### src/design/prim_pkg.sv
`default_nettype none

package prim_pkg;

  // Width of the tested value (two's complement).
  localparam int unsigned VALUE_WIDTH = 32;
  // Stream data width: the value padded up to whole bytes.
  localparam int unsigned S_DATA_W    = ((VALUE_WIDTH + 7) / 8) * 8;
  // Result data width: one flag padded to a byte.
  localparam int unsigned M_DATA_W    = 8;
  // Bit counter of the serial divider, wide enough to hold VALUE_WIDTH.
  localparam int unsigned CNT_W       = $clog2(VALUE_WIDTH + 1);

  typedef logic [VALUE_WIDTH-1:0] value_t;

  // Trial-division constants.
  localparam value_t FIRST_DIV = value_t'(5);
  localparam value_t PAIR_GAP  = value_t'(2);
  localparam value_t STEP_DIV  = value_t'(6);
  localparam value_t THREE     = value_t'(3);
  localparam value_t ONE       = value_t'(1);

  typedef enum logic [2:0] {
    ST_IDLE,
    ST_DIV3,
    ST_DIVD,
    ST_DIVD2,
    ST_DONE
  } prim_state_e;

  // Start request to the divider.
  typedef struct packed {
    logic   start;
    value_t dividend;
    value_t divisor;
  } prim_div_req_t;

  // Divider result, valid for the cycle in which done is set.
  typedef struct packed {
    logic   done;
    value_t quotient;
    value_t remainder;
  } prim_div_rsp_t;

endpackage

`default_nettype wire

### src/design/prim_div.sv
`default_nettype none

// Radix-2 restoring divider: while a division runs, one dividend bit enters the
// partial remainder and one quotient bit leaves per cycle.
module prim_div (
  input  wire logic                   clk_i,
  input  wire logic                   rst_ni,
  input  wire prim_pkg::prim_div_req_t req_i,
  output prim_pkg::prim_div_rsp_t      rsp_o
);

  localparam int unsigned W = prim_pkg::VALUE_WIDTH;

  logic [W-1:0]               acc_q, acc_d;
  logic [W-1:0]               rem_q, rem_d;
  logic [W-1:0]               dvs_q, dvs_d;
  logic [prim_pkg::CNT_W-1:0] cnt_q, cnt_d;
  logic                       busy_q, busy_d;
  logic                       done_q, done_d;

  logic [W:0]   shifted;
  logic [W+1:0] trial;
  logic         fits;

  always_comb begin
    shifted = {rem_q, acc_q[W-1]};
    trial   = {1'b0, shifted} - {2'b00, dvs_q};
    fits    = ~trial[W+1];

    acc_d  = acc_q;
    rem_d  = rem_q;
    dvs_d  = dvs_q;
    cnt_d  = cnt_q;
    busy_d = busy_q;
    done_d = 1'b0;

    if (req_i.start) begin
      acc_d  = req_i.dividend;
      rem_d  = '0;
      dvs_d  = req_i.divisor;
      cnt_d  = prim_pkg::CNT_W'(W);
      busy_d = 1'b1;
    end else if (busy_q) begin
      rem_d = fits ? trial[W-1:0] : shifted[W-1:0];
      acc_d = {acc_q[W-2:0], fits};
      cnt_d = cnt_q - prim_pkg::CNT_W'(1);
      if (cnt_q == prim_pkg::CNT_W'(1)) begin
        busy_d = 1'b0;
        done_d = 1'b1;
      end
    end
  end

  always_ff @(posedge clk_i or negedge rst_ni) begin
    if (!rst_ni) begin
      cnt_q  <= '0;
      busy_q <= 1'b0;
      done_q <= 1'b0;
    end else begin
      cnt_q  <= cnt_d;
      busy_q <= busy_d;
      done_q <= done_d;
    end
  end

  always_ff @(posedge clk_i) begin
    acc_q <= acc_d;
    rem_q <= rem_d;
    dvs_q <= dvs_d;
  end

  assign rsp_o.done      = done_q;
  assign rsp_o.quotient  = acc_q;
  assign rsp_o.remainder = rem_q;

endmodule

`default_nettype wire

### src/design/primality_trial_division.sv
`default_nettype none

// Negative values, values up to 3 and even values pass from ST_IDLE through ST_DONE into
// the output register; all other values first run the test by 3 and then one serial
// division for each divisor tried, up to about sqrt(value) / 3 divisors.
// Throughput: one request at a time; the next is taken as soon as the result enters the
// output register. Reset (rst_ni low, asynchronous) empties both channels and idles.

module primality_trial_division (
  input  wire logic                           clk_i,
  input  wire logic                           rst_ni,
  // Input channel.
  input  wire logic                           s_axis_tvalid_i,
  output logic                                s_axis_tready_o,
  input  wire logic [prim_pkg::S_DATA_W-1:0]  s_axis_tdata_i,  // [VALUE_WIDTH-1:0] value
  // Result channel.
  output logic                                m_axis_tvalid_o,
  input  wire logic                           m_axis_tready_i,
  output logic [prim_pkg::M_DATA_W-1:0]       m_axis_tdata_o   // [0] is_prime, rest zero
);

  localparam int unsigned W = prim_pkg::VALUE_WIDTH;

  prim_pkg::prim_state_e   state_q, state_d;
  prim_pkg::value_t        n_q, n_d;
  prim_pkg::value_t        d_q, d_d;
  logic                    res_q, res_d;
  logic                    out_valid_q, out_valid_d;
  logic                    out_bit_q, out_bit_d;

  prim_pkg::prim_div_req_t div_req;
  prim_pkg::prim_div_rsp_t div_rsp;

  prim_pkg::value_t        in_value;
  logic                    in_fire;
  logic                    out_free;

  assign in_value = s_axis_tdata_i[W-1:0];
  assign in_fire  = s_axis_tvalid_i && s_axis_tready_o;
  // The output register can take a new result when empty or being drained.
  assign out_free = !out_valid_q || m_axis_tready_i;

  // The sequencer screens out the trivial cases, then walks the divisors
  // 3, 5, 7, 11, 13, ... through the serial divider. For each first divisor
  // of a pair, the quotient doubles as the square-root bound: once the
  // divisor exceeds value / divisor, no factor is left and the value is prime.
  always_comb begin
    state_d     = state_q;
    n_d         = n_q;
    d_d         = d_q;
    res_d       = res_q;
    out_valid_d = out_valid_q;
    out_bit_d   = out_bit_q;

    div_req.start    = 1'b0;
    div_req.dividend = n_q;
    div_req.divisor  = d_q;

    if (out_valid_q && m_axis_tready_i) begin
      out_valid_d = 1'b0;
    end

    case (state_q)
      prim_pkg::ST_IDLE: begin
        if (in_fire) begin
          n_d = in_value;
          if (in_value[W-1]) begin
            res_d   = 1'b0;
            state_d = prim_pkg::ST_DONE;
          end else if (in_value <= prim_pkg::ONE) begin
            res_d   = 1'b0;
            state_d = prim_pkg::ST_DONE;
          end else if (in_value <= prim_pkg::THREE) begin
            res_d   = 1'b1;
            state_d = prim_pkg::ST_DONE;
          end else if (!in_value[0]) begin
            res_d   = 1'b0;
            state_d = prim_pkg::ST_DONE;
          end else begin
            div_req.start    = 1'b1;
            div_req.dividend = in_value;
            div_req.divisor  = prim_pkg::THREE;
            state_d          = prim_pkg::ST_DIV3;
          end
        end
      end

      prim_pkg::ST_DIV3: begin
        if (div_rsp.done) begin
          if (div_rsp.remainder == '0) begin
            res_d   = 1'b0;
            state_d = prim_pkg::ST_DONE;
          end else begin
            d_d             = prim_pkg::FIRST_DIV;
            div_req.start   = 1'b1;
            div_req.divisor = prim_pkg::FIRST_DIV;
            state_d         = prim_pkg::ST_DIVD;
          end
        end
      end

      prim_pkg::ST_DIVD: begin
        if (div_rsp.done) begin
          if (d_q > div_rsp.quotient) begin
            res_d   = 1'b1;
            state_d = prim_pkg::ST_DONE;
          end else if (div_rsp.remainder == '0) begin
            res_d   = 1'b0;
            state_d = prim_pkg::ST_DONE;
          end else begin
            div_req.start   = 1'b1;
            div_req.divisor = d_q + prim_pkg::PAIR_GAP;
            state_d         = prim_pkg::ST_DIVD2;
          end
        end
      end

      prim_pkg::ST_DIVD2: begin
        if (div_rsp.done) begin
          if (div_rsp.remainder == '0) begin
            res_d   = 1'b0;
            state_d = prim_pkg::ST_DONE;
          end else begin
            d_d             = d_q + prim_pkg::STEP_DIV;
            div_req.start   = 1'b1;
            div_req.divisor = d_q + prim_pkg::STEP_DIV;
            state_d         = prim_pkg::ST_DIVD;
          end
        end
      end

      prim_pkg::ST_DONE: begin
        if (out_free) begin
          out_valid_d = 1'b1;
          out_bit_d   = res_q;
          state_d     = prim_pkg::ST_IDLE;
        end
      end

      default: begin
        state_d = prim_pkg::ST_IDLE;
      end
    endcase
  end

  always_ff @(posedge clk_i or negedge rst_ni) begin
    if (!rst_ni) begin
      state_q     <= prim_pkg::ST_IDLE;
      out_valid_q <= 1'b0;
    end else begin
      state_q     <= state_d;
      out_valid_q <= out_valid_d;
    end
  end

  always_ff @(posedge clk_i) begin
    n_q       <= n_d;
    d_q       <= d_d;
    res_q     <= res_d;
    out_bit_q <= out_bit_d;
  end

  prim_div u_div (
    .clk_i  (clk_i),
    .rst_ni (rst_ni),
    .req_i  (div_req),
    .rsp_o  (div_rsp)
  );

  // A new request is taken only while the sequencer is idle.
  assign s_axis_tready_o = (state_q == prim_pkg::ST_IDLE);
  assign m_axis_tvalid_o = out_valid_q;
  assign m_axis_tdata_o  = {{(prim_pkg::M_DATA_W - 1){1'b0}}, out_bit_q};

endmodule

`default_nettype wire

### config.mk
export PLATFORM = sky130hd
export DESIGN_NAME = primality_trial_division
export DESIGN_NICKNAME = d
export VERILOG_FILES = /design/src/design/prim_pkg.sv /design/src/design/prim_div.sv /design/src/design/primality_trial_division.sv
export SDC_FILE = /design/constraint.sdc
export NUM_CORES = 1
export LEC_CHECK = 0
export BUFFER_PORTS_ARGS = -buffer_cell sky130_fd_sc_hd__buf_4
export CORE_ASPECT_RATIO = 2
export CORE_MARGIN = 4
export CORE_UTILIZATION = 61
export CTS_BUF_LIST = sky130_fd_sc_hd__clkbuf_2
export CTS_CLUSTER_DIAMETER = 120
export DETAILED_ROUTE_END_ITERATION = 10
export PLACE_DENSITY_LB_ADDON = 0.25
export SYNTH_ARGS = -nofsm -noshare
export SYNTH_HDL_FRONTEND = slang
export SYNTH_SLANG_ARGS = --single-unit
### constraint.sdc
create_clock -name clk_i -period 7.1 [get_ports clk_i]
set_input_delay 0.71 -clock clk_i [delete_from_list [all_inputs] [get_ports clk_i]]
set_output_delay 0.71 -clock clk_i [all_outputs]
set_load 0.03 [all_outputs]
# ---- After elaboration in Yosys (flattened, before gate mapping)
# Index checks and enable logic that the tools add are counted.
dict set report totals {
  out_inout_bits 10
  input_bits 36
  register_bits 174
}
dict set report classes {
  eq_ne 10
  mux 56
  n_bitwise 1
  n_reduce_logical 14
  addsub 4
  magnitude_cmp 3
}
# operator n
set op_table {}
lappend op_table {{32-bit 2-to-1 mux} 11}
lappend op_table {{65-bit 2-to-1 mux} 5}
lappend op_table {{32-bit one-hot mux with 4 select lines} 1}
lappend op_table {{32-bit one-hot mux with 2 select lines} 1}
lappend op_table {{33-bit by 32-bit subtractor with 34-bit output} 1}
lappend op_table {{3-bit 2-to-1 mux} 11}
lappend op_table {{32-bit by 2-bit adder with 32-bit output, second input constant} 1}
lappend op_table {{32-bit by 3-bit adder with 32-bit output, second input constant} 1}
lappend op_table {{32-bit greater-than comparator} 1}
lappend op_table {{32-bit by 1-bit less-or-equal comparator with 1-bit output, second input constant} 1}
lappend op_table {{32-bit by 2-bit less-or-equal comparator with 1-bit output, second input constant} 1}
lappend op_table {{32-bit logical NOT} 1}
lappend op_table {{1-bit 2-to-1 mux} 22}
lappend op_table {{6-bit 2-to-1 mux} 2}
lappend op_table {{3-bit one-hot mux with 4 select lines} 1}
lappend op_table {{3-bit by 2-bit equality test with 1-bit output, second input constant} 2}
lappend op_table {{6-bit by 1-bit equality test with 1-bit output, second input constant} 1}
lappend op_table {{2-bit by 1-bit inequality test with 1-bit output, second input constant} 3}
lappend op_table {{1-bit one-hot mux with 3 select lines} 2}
lappend op_table {{6-bit by 1-bit subtractor with 6-bit output, second input constant} 1}
lappend op_table {{5-bit by 2-bit inequality test with 1-bit output, second input constant} 1}
lappend op_table {{5-bit AND reduction} 1}
lappend op_table {{2-bit AND reduction} 2}
lappend op_table {{4-bit AND reduction} 1}
lappend op_table {{11 further kinds} 13}

# ---- Depth between registers and ports, before layout
# Gate-level depths: netlist of the first run.
dict set report depth {
  ltp_word 7
  depth_mapped 13
  ltp_nobuf 11
}

# ---- Modules after synthesis
# A second synthesis of the first run with hierarchy kept.
dict set report unflattened {
  hier_cells 1336
  area_unflattened_um2 12305.6
}
# module instances cells_each area_per_inst_um2 seq_area_each_um2
set by_module_without_submodules {}
lappend by_module_without_submodules {primality_trial_division 1 763 6470.0 2082.0}
lappend by_module_without_submodules {prim_div 1 573 5835.6 2762.6}

# ---- Worst setup path before layout of the first run
# OpenSTA, ideal clock, no wires.
dict set report synth_path {
  kind {reg2reg}
  startpoint {register state_q[2]}
  endpoint {register u_div.dvs_q[0] (enable)}
  setup_slack_ps 2400
  n_path_buf 4
  path_stages_with_launch 9
  period_less_slack_ps 4700
  arrival_ps 4291
  path_cell_list {dfrtp_1 -> clkbuf_1 -> nor3_1 -> and2_1 -> o311ai_1 -> clkbuf_1 -> o311ai_1 -> clkbuf_1 -> clkbuf_1}
}
# item line
set synth_lines {}
lappend synth_lines {{start: declaration} primality_trial_division.sv:24} ;# prim_pkg::prim_state_e state_q, state_d;
lappend synth_lines {{start signal: assignment} primality_trial_division.sv:148} ;# state_q <= prim_pkg::ST_IDLE;
lappend synth_lines {{start signal: assignment} primality_trial_division.sv:151} ;# state_q <= state_d;
lappend synth_lines {{end signal: assignment} prim_div.sv:69} ;# dvs_q <= dvs_d;
lappend synth_lines {{end: declaration} prim_div.sv:16} ;# logic [W-1:0] dvs_q, dvs_d;

==> flow_summary.json, run 1 <==
{
  "netlist.area_leader.share_pct": 32.7,
  "ant_nets": 0,
  "start_util_pct": 61.9,
  "overflow": 0,
  "die_w_um": 107,
  "reg2reg_to": "u_div.dvs_q[29]",
  "routed_wl_um": 35900,
  "critPathSlowestCell": "a21boi_0",
  "clock.fmax_ghz": 0.234,
  "worstMarginPinSlew_ns": 1.38,
  "netlist-cell-type-count": 83,
  "r2r_slack_ns": 2.82,
  "clk_pin_slew_ns": 0.26,
  "drc_errors": 0,
  "ys_warn_count": 0,
  "area_growth_pct": 6.78,
  "cts_max_path_buffers": 2,
  "worstHoldPathType": "in -> reg",
  "antenna_found_initial": 1,
  "vias": 10700,
  "ff2ff_path_depth": 9,
  "min_period_ns": 4.28,
  "crit_path_start_kind": "flop",
  "ys_seq_area_share_pct": 40.6,
  "peakVddDrop_uv": 337,
  "dieArea_sq_um": 22000,
  "power_density_nw_per_um2": 440,
  "coreArea_sq_um": 19300,
  "cts_resized": 0,
  "p_leak_nw": 5.14,
  "critPathMaxFanout": 8,
  "final_layout_size_suffix_gt1_share_pct": 8.70,
  "synth_cells": 1338,
  "die_h_um": 206,
  "track_usage_pct": 33.1,
  "slowest_delay_ns": 0.91,
  "clk_latency_ns": 0.81,
  "grt_pass1_wl_um": 55900,
  "drt-initial-drc-count": 984,
  "hpwl_um": 26800,
  "critical_path_buf_inv_count": 0,
  "synth.avg_cell_area_sq_um": 8.92,
  "grt_max_degree": 72,
  "synth.most_common_cell": "nand2_1",
  "setup_tns_ns": 0,
  "portBuffers": 38,
  "final-setup-viol-count": 0,
  "required_ns": 7.64,
  "synth-main-ff-cell": "edfxtp_1",
  "max-cap-violations": 0,
  "io_pins": 46,
  "crit_chain": "ha_1 > nor2b_1 > o21a_1 > o21ai_0 > a2111oi_0 > o21ai_1 > and3_1 > a21boi_0 > o311ai_0",
  "max_slew_margin_pct": 6.94,
  "worstSetupPathType": "reg -> reg",
  "via_per_inst": 6.60,
  "synth.ff_latch_count": 174,
  "end_kind": "flop",
  "hold_viol": 0,
  "cts_buffers": 17,
  "fin_skew_ns": 0.0373,
  "netlist_area_sq_um": 11900,
  "place_inst": 1583,
  "num_rows": 72,
  "critical_path.top_delay_family": "compound AO/OA/AOI/OAI gates",
  "p_total_mw": 5.61,
  "synthTopCellsByArea": "edfxtp_1 (33%), ha_1 (7.2%), mux2i_1 (5.8%), dfxtp_1 (5.4%), nand2_1 (5.2%)",
  "status": "finished clean",
  "endpoint": "u_div.dvs_q[29]",
  "synth_top_area_cell": "edfxtp_1",
  "drv_slew": 0,
  "drt-pass1-iter-count": 6,
  "synth_edf_count": 130,
  "final_cells": 1617,
  "async_flop_share_pct": 6.90,
  "fin_nets": 1450,
  "wl_per_cell_um": 22.2,
  "ys_top_cells_by_count": "nand2_1 (164), edfxtp_1 (130), nor2_1 (99)",
  "reg2reg_from": "d_q[1]",
  "cts_tree": "yes",
  "startpoint": "d_q[1]",
  "cp.depth": 9,
  "worstPathArrival_ns": 4.82,
  "gp_congestion": 1.03,
  "htreeDepth": 4,
  "rsz0062_at_grt": "false",
  "root_buffer": "clkbuf_2",
  "cts_sinks": 174,
  "fin_crit_sh_pct": 60.3,
  "hold_slack_ns": 0.0759,
  "grt_pass1_vias": 10600
}
sequential cells by signal, indices dropped and copies added, names as in the netlist:
signal	count
d_q	32
n_q	32
u_div.acc_q	32
u_div.dvs_q	32
u_div.rem_q	32
u_div.cnt_q	6
state_q	3
m_axis_tvalid_o	1
out_bit_q	1
res_q	1
u_div.busy_q	1
u_div.done_q	1
layer usage:
layer  part of all wire (%)  vias up  wire length, um  track usage (%)
met1                     34     5038            12100             33.3
met2                     52      480            18700             59.1
met4                    8.8        0             3170             26.2
met5                      0        -                0                0
met3                    5.3      175             1900             5.43
li1                       -     4978                -                -
cells by family after synthesis:
| family | Yosys count | share of synthesized area (%) |
|---|---|---|
| buffers and inverters | 166 | 5.65 |
| AND/OR/NAND/NOR | 466 | 18.3 |
| AO/OA/AOI/OAI | 363 | 20.0 |
| XOR/XNOR | 23 | 1.69 |
| adder cells (fa/ha/maj) | 70 | 7.40 |
| flip-flops | 174 | 40.6 |
| multiplexers | 75 | 6.35 |
| other | 1 | 0.0314 |
worst min-delay path by stage:
stage / from / to / slack [ns] / cells after the start
5_1_grt: s_axis_tdata_i[2] / n_q[2] / 0.02 / 1
3_5_place_dp: res_q / out_bit_q / 0.46 / 0
4_1_cts: s_axis_tdata_i[29] / n_q[29] / 0.02 / 1
6_report: s_axis_tdata_i[22] / n_q[22] / 0.08 / 1
3_3_place_gp: res_q / out_bit_q / 0.48 / 0
2_1_floorplan: rst_ni / m_axis_tvalid_o / 0.41 / 0
placed cells by master (no fill, tap or decap), types with 6 or more instances in the layout:
cell      count
o211ai_1     15
mux2i_1      69
a22oi_1       6
dfrtp_1      11
or3_1        11
nor4_1       22
edfxtp_1    130
xnor2_1      11
nand2_1     164
and2_1        8
o31ai_1       9
a21oi_1      95
clkbuf_2     17
conb_1        7
and3_1       18
inv_1        89
nand2b_1     15
ha_1         69
nor2b_1       9
xor2_1       12
a21o_1       14
nand3_1      37
buf_4        56
nor3_1       39
a311oi_1     21
o21a_1        8
o21ai_1       6
nand4_1      26
nor2_1       98
dfxtp_1      32
a211oi_1     13
a31oi_1      26
a21boi_0      6
o21ai_0      79
through the flow:
stage / utilization (%) / area [sq um] / setup WS [ns]
finish: 66.1 / 12700 / 2.82
CTS: 66.1 / 12700 / 3.03
detailed placement: 64.4 / 12400 / 3.07
global route: 66.1 / 12700 / 2.69
floorplan: - / 12000 / 2.40
global placement: 64.4 / 12400 / 3.16
power by group:
| part | internal, mW | switching [mW] | leakage (nW) |
|---|---|---|---|
| Combinational | 1.14 | 1.86 | 3.30 |
| Sequential | 1.61 | 0.348 | 1.66 |
| Clock | 0.275 | 0.379 | 0.184 |
| Total | 3.02 | 2.59 | 5.14 |
cell type report:
type | count | area, sq um
timing repair buffer | 57 | 430
tap | 259 | 324
inverter | 90 | 338
multi-input combinational | 1004 | 6490
sequential | 174 | 4850
fill | 1671 | 6530
antenna | 1 | 2.50
clock buffer | 17 | 85.1
clock inverter | 15 | 231
timing repair:
item / 4_1_cts / 5_1_grt
hold buffers: 1 / 0
setup buffers: 0 / 0
hold endpoints to repair: 12 / 0
No activity file was read; power rests on OpenSTA's default activity.
==> run 2: changes to the inputs <==
Clock period 7.1 ns to 4.5 ns, I/O delays scaled along.
==> run 2 against run 1 <==
Net effect: die area did not move; utilization rose by 1.8 points; maximum frequency rose by 8.0%; non-clock buffer count rose by 45; final area rose by 2.7%; clock skew rose by 0.013 ns; sequential share of layout area fell by 0.99 points; power rose by 53%; wire length fell by 1.0%; clock-buffer cell count rose by 1; register-to-register slack got worse by 2.3 ns; critical endpoint is now u_div.acc_q[1]; first-iteration DRC count rose by 20%.
==> flow_summary.json, run 2 (same netlist as run 1, synthesis figures left out) <==
{
  "vias": 10800,
  "gp_congestion": 1.00,
  "io_pins": 46,
  "fin_crit_sh_pct": 88.1,
  "grt_pass1_wl_um": 56000,
  "critPathMaxFanout": 90,
  "power_density_nw_per_um2": 658,
  "ant_nets": 0,
  "clock.fmax_ghz": 0.252,
  "overflow": 0,
  "clockPowerShare_pct": 8.9,
  "placed_area_sq_um": 12500,
  "postCtsSetupRepairBufs": 0,
  "min_period_ns": 3.96,
  "coreArea_sq_um": 19300,
  "die_h_um": 206,
  "worstMarginPinSlew_ns": 1.05,
  "utilization_pct": 67.9,
  "root_buffer": "clkbuf_2",
  "cts_buffers": 17,
  "crit_path_start_kind": "flop",
  "worstHoldPathType": "in -> reg",
  "p_leak_nw": 5.27,
  "cts_max_path_buffers": 2,
  "fin_area_sq_um": 13100,
  "cts_sinks": 174,
  "max_slew_margin_pct": 28.0,
  "pre_cts_ws_ns": 0.499,
  "clk_pin_slew_ns": 0.26,
  "fin_nets": 1495,
  "power_frac_comb_pct": 55.3,
  "via_per_inst": 6.53,
  "die_w_um": 107,
  "worstPathArrival_ns": 4.53,
  "hpwl_um": 26300,
  "cts_tree": "yes",
  "htreeDepth": 4,
  "crit_chain": "ha_1 > nand4_1 > nor4_2 > nor3b_1 > o21ai_1 > nand2_1 > o311ai_4 > buf_12 > mux2_1",
  "routed_wl_um": 35500,
  "final_common_cell": "nand2_1",
  "clk_latency_ns": 0.83,
  "worstSetupPathType": "reg -> reg",
  "dieArea_sq_um": 22000,
  "end_kind": "flop",
  "drt-initial-drc-count": 1180,
  "critPathSlowestCell": "edfxtp_1",
  "required_ns": 5.07,
  "peakVddDrop_uv": 549,
  "layout_common_cells": "nand2_1 (164), edfxtp_1 (130), nor2_1 (98)",
  "slowest_delay_ns": 0.64,
  "track_usage_pct": 33.2,
  "drc_errors": 0,
  "status": "finished clean",
  "p_total_mw": 8.61,
  "power.internal_mw": 4.59,
  "final.setup.worst_slack_ns": 0.537,
  "swShare_pct": 46.7,
  "start_util_pct": 61.9,
  "final_layout_size_suffix_gt1_share_pct": 9.14,
  "num_rows": 72,
  "rsz0062_at_grt": "false",
  "wl_per_cell_um": 21.4,
  "drt-pass1-iter-count": 7,
  "grt_pass1_vias": 10800,
  "area_growth_pct": 9.62,
  "netSwitchingPower_mw": 4.02,
  "antenna_found_initial": 2,
  "grt_max_degree": 91,
  "hold_viol": 0,
  "max-cap-violations": 0,
  "fin_skew_ns": 0.0503,
  "critical_path.top_delay_family": "simple AND/OR/NAND/NOR gates",
  "final-setup-viol-count": 0,
  "drv_slew": 0,
  "critical_path_buf_inv_count": 1,
  "p_seq_share_pct": 35.8,
  "setup_tns_ns": 0,
  "portBuffers": 38
}
-- run 2: cell count changes in the layout (fill, tap and decap cells not counted) --
cell / before / now
clkbuf_2: 17 / 18
nor4_1: 22 / 21
nor2_2: 2 / 1
bufinv_16: 5 / 1
nor2_4: 0 / 1
dlygate4sd3_1: 1 / 36
buf_4: 56 / 65
inv_8: 1 / 0
buf_12: 0 / 1
nor4_2: 0 / 1
clkinv_2: 1 / 2
clkinvlp_4: 0 / 5
inv_6: 5 / 2
-- run 2: path summary, 6_finish.rpt --
kind	slack, ns	start	endpoint	cells after the start
setup / recovery	0.54	d_q[15]	u_div.acc_q[1]	9
hold / removal	0.37	s_axis_tdata_i[14]	n_q[14]	2
setup reg to reg	0.54	d_q[15]	u_div.acc_q[1]	9
hold reg to reg	0.53	u_div.rem_q[20]	u_div.rem_q[20]	2
max in group asynchronous	3.28	rst_ni	u_div.busy_q	3
min in group asynchronous	0.71	rst_ni	u_div.cnt_q[2]	3
-- run 2: layout make-up --
class,count,area [sq um]
Clock buffer,18,90.1
Fill cell,1570,6190
Clock inverter,13,116
Multi-Input combinational cell,1004,6500
Inverter,90,338
Sequential cell,174,4850
Tap cell,259,324
Timing Repair Buffer,102,868
Antenna cell,1,2.50
-- run 2: repair_timing --
item	4_1_cts	5_1_grt
endpoints found under the setup margin	0	1
resized for setup	0	1
hold buffers	36	0
endpoints found under the hold margin	70	0
-- run 2: through the flow --
stage	hold slack [ns]	cells
2_1_floorplan	0.154	1344
3_3_place_gp	0.312	1593
3_5_place_dp	0.315	1593
4_1_cts	0.302	1660
5_1_grt	0.320	1661
6_report	0.368	1661
-- run 2: layer usage --
layer / track usage (%) / vias up / part of all wire [%]
li1: - / 5069 / -
met5: 0 / - / 0.037
met1: 33.1 / 5107 / 33
met2: 59.2 / 472 / 52
met4: 27.8 / 2 / 9.5
met3: 5.09 / 197 / 5.3
-- run 2: power groups by stage --
stage | combinational (mW) | clock (mW) | sequential [mW]
after floorplan | 3.58 | 0 | 2.87
after global placement | 4.55 | 0 | 3.08
after detailed placement | 4.64 | 0 | 3.11
after CTS | 4.70 | 0.785 | 3.07
after global routing | 5.28 | 0.841 | 3.15
final | 4.76 | 0.764 | 3.08
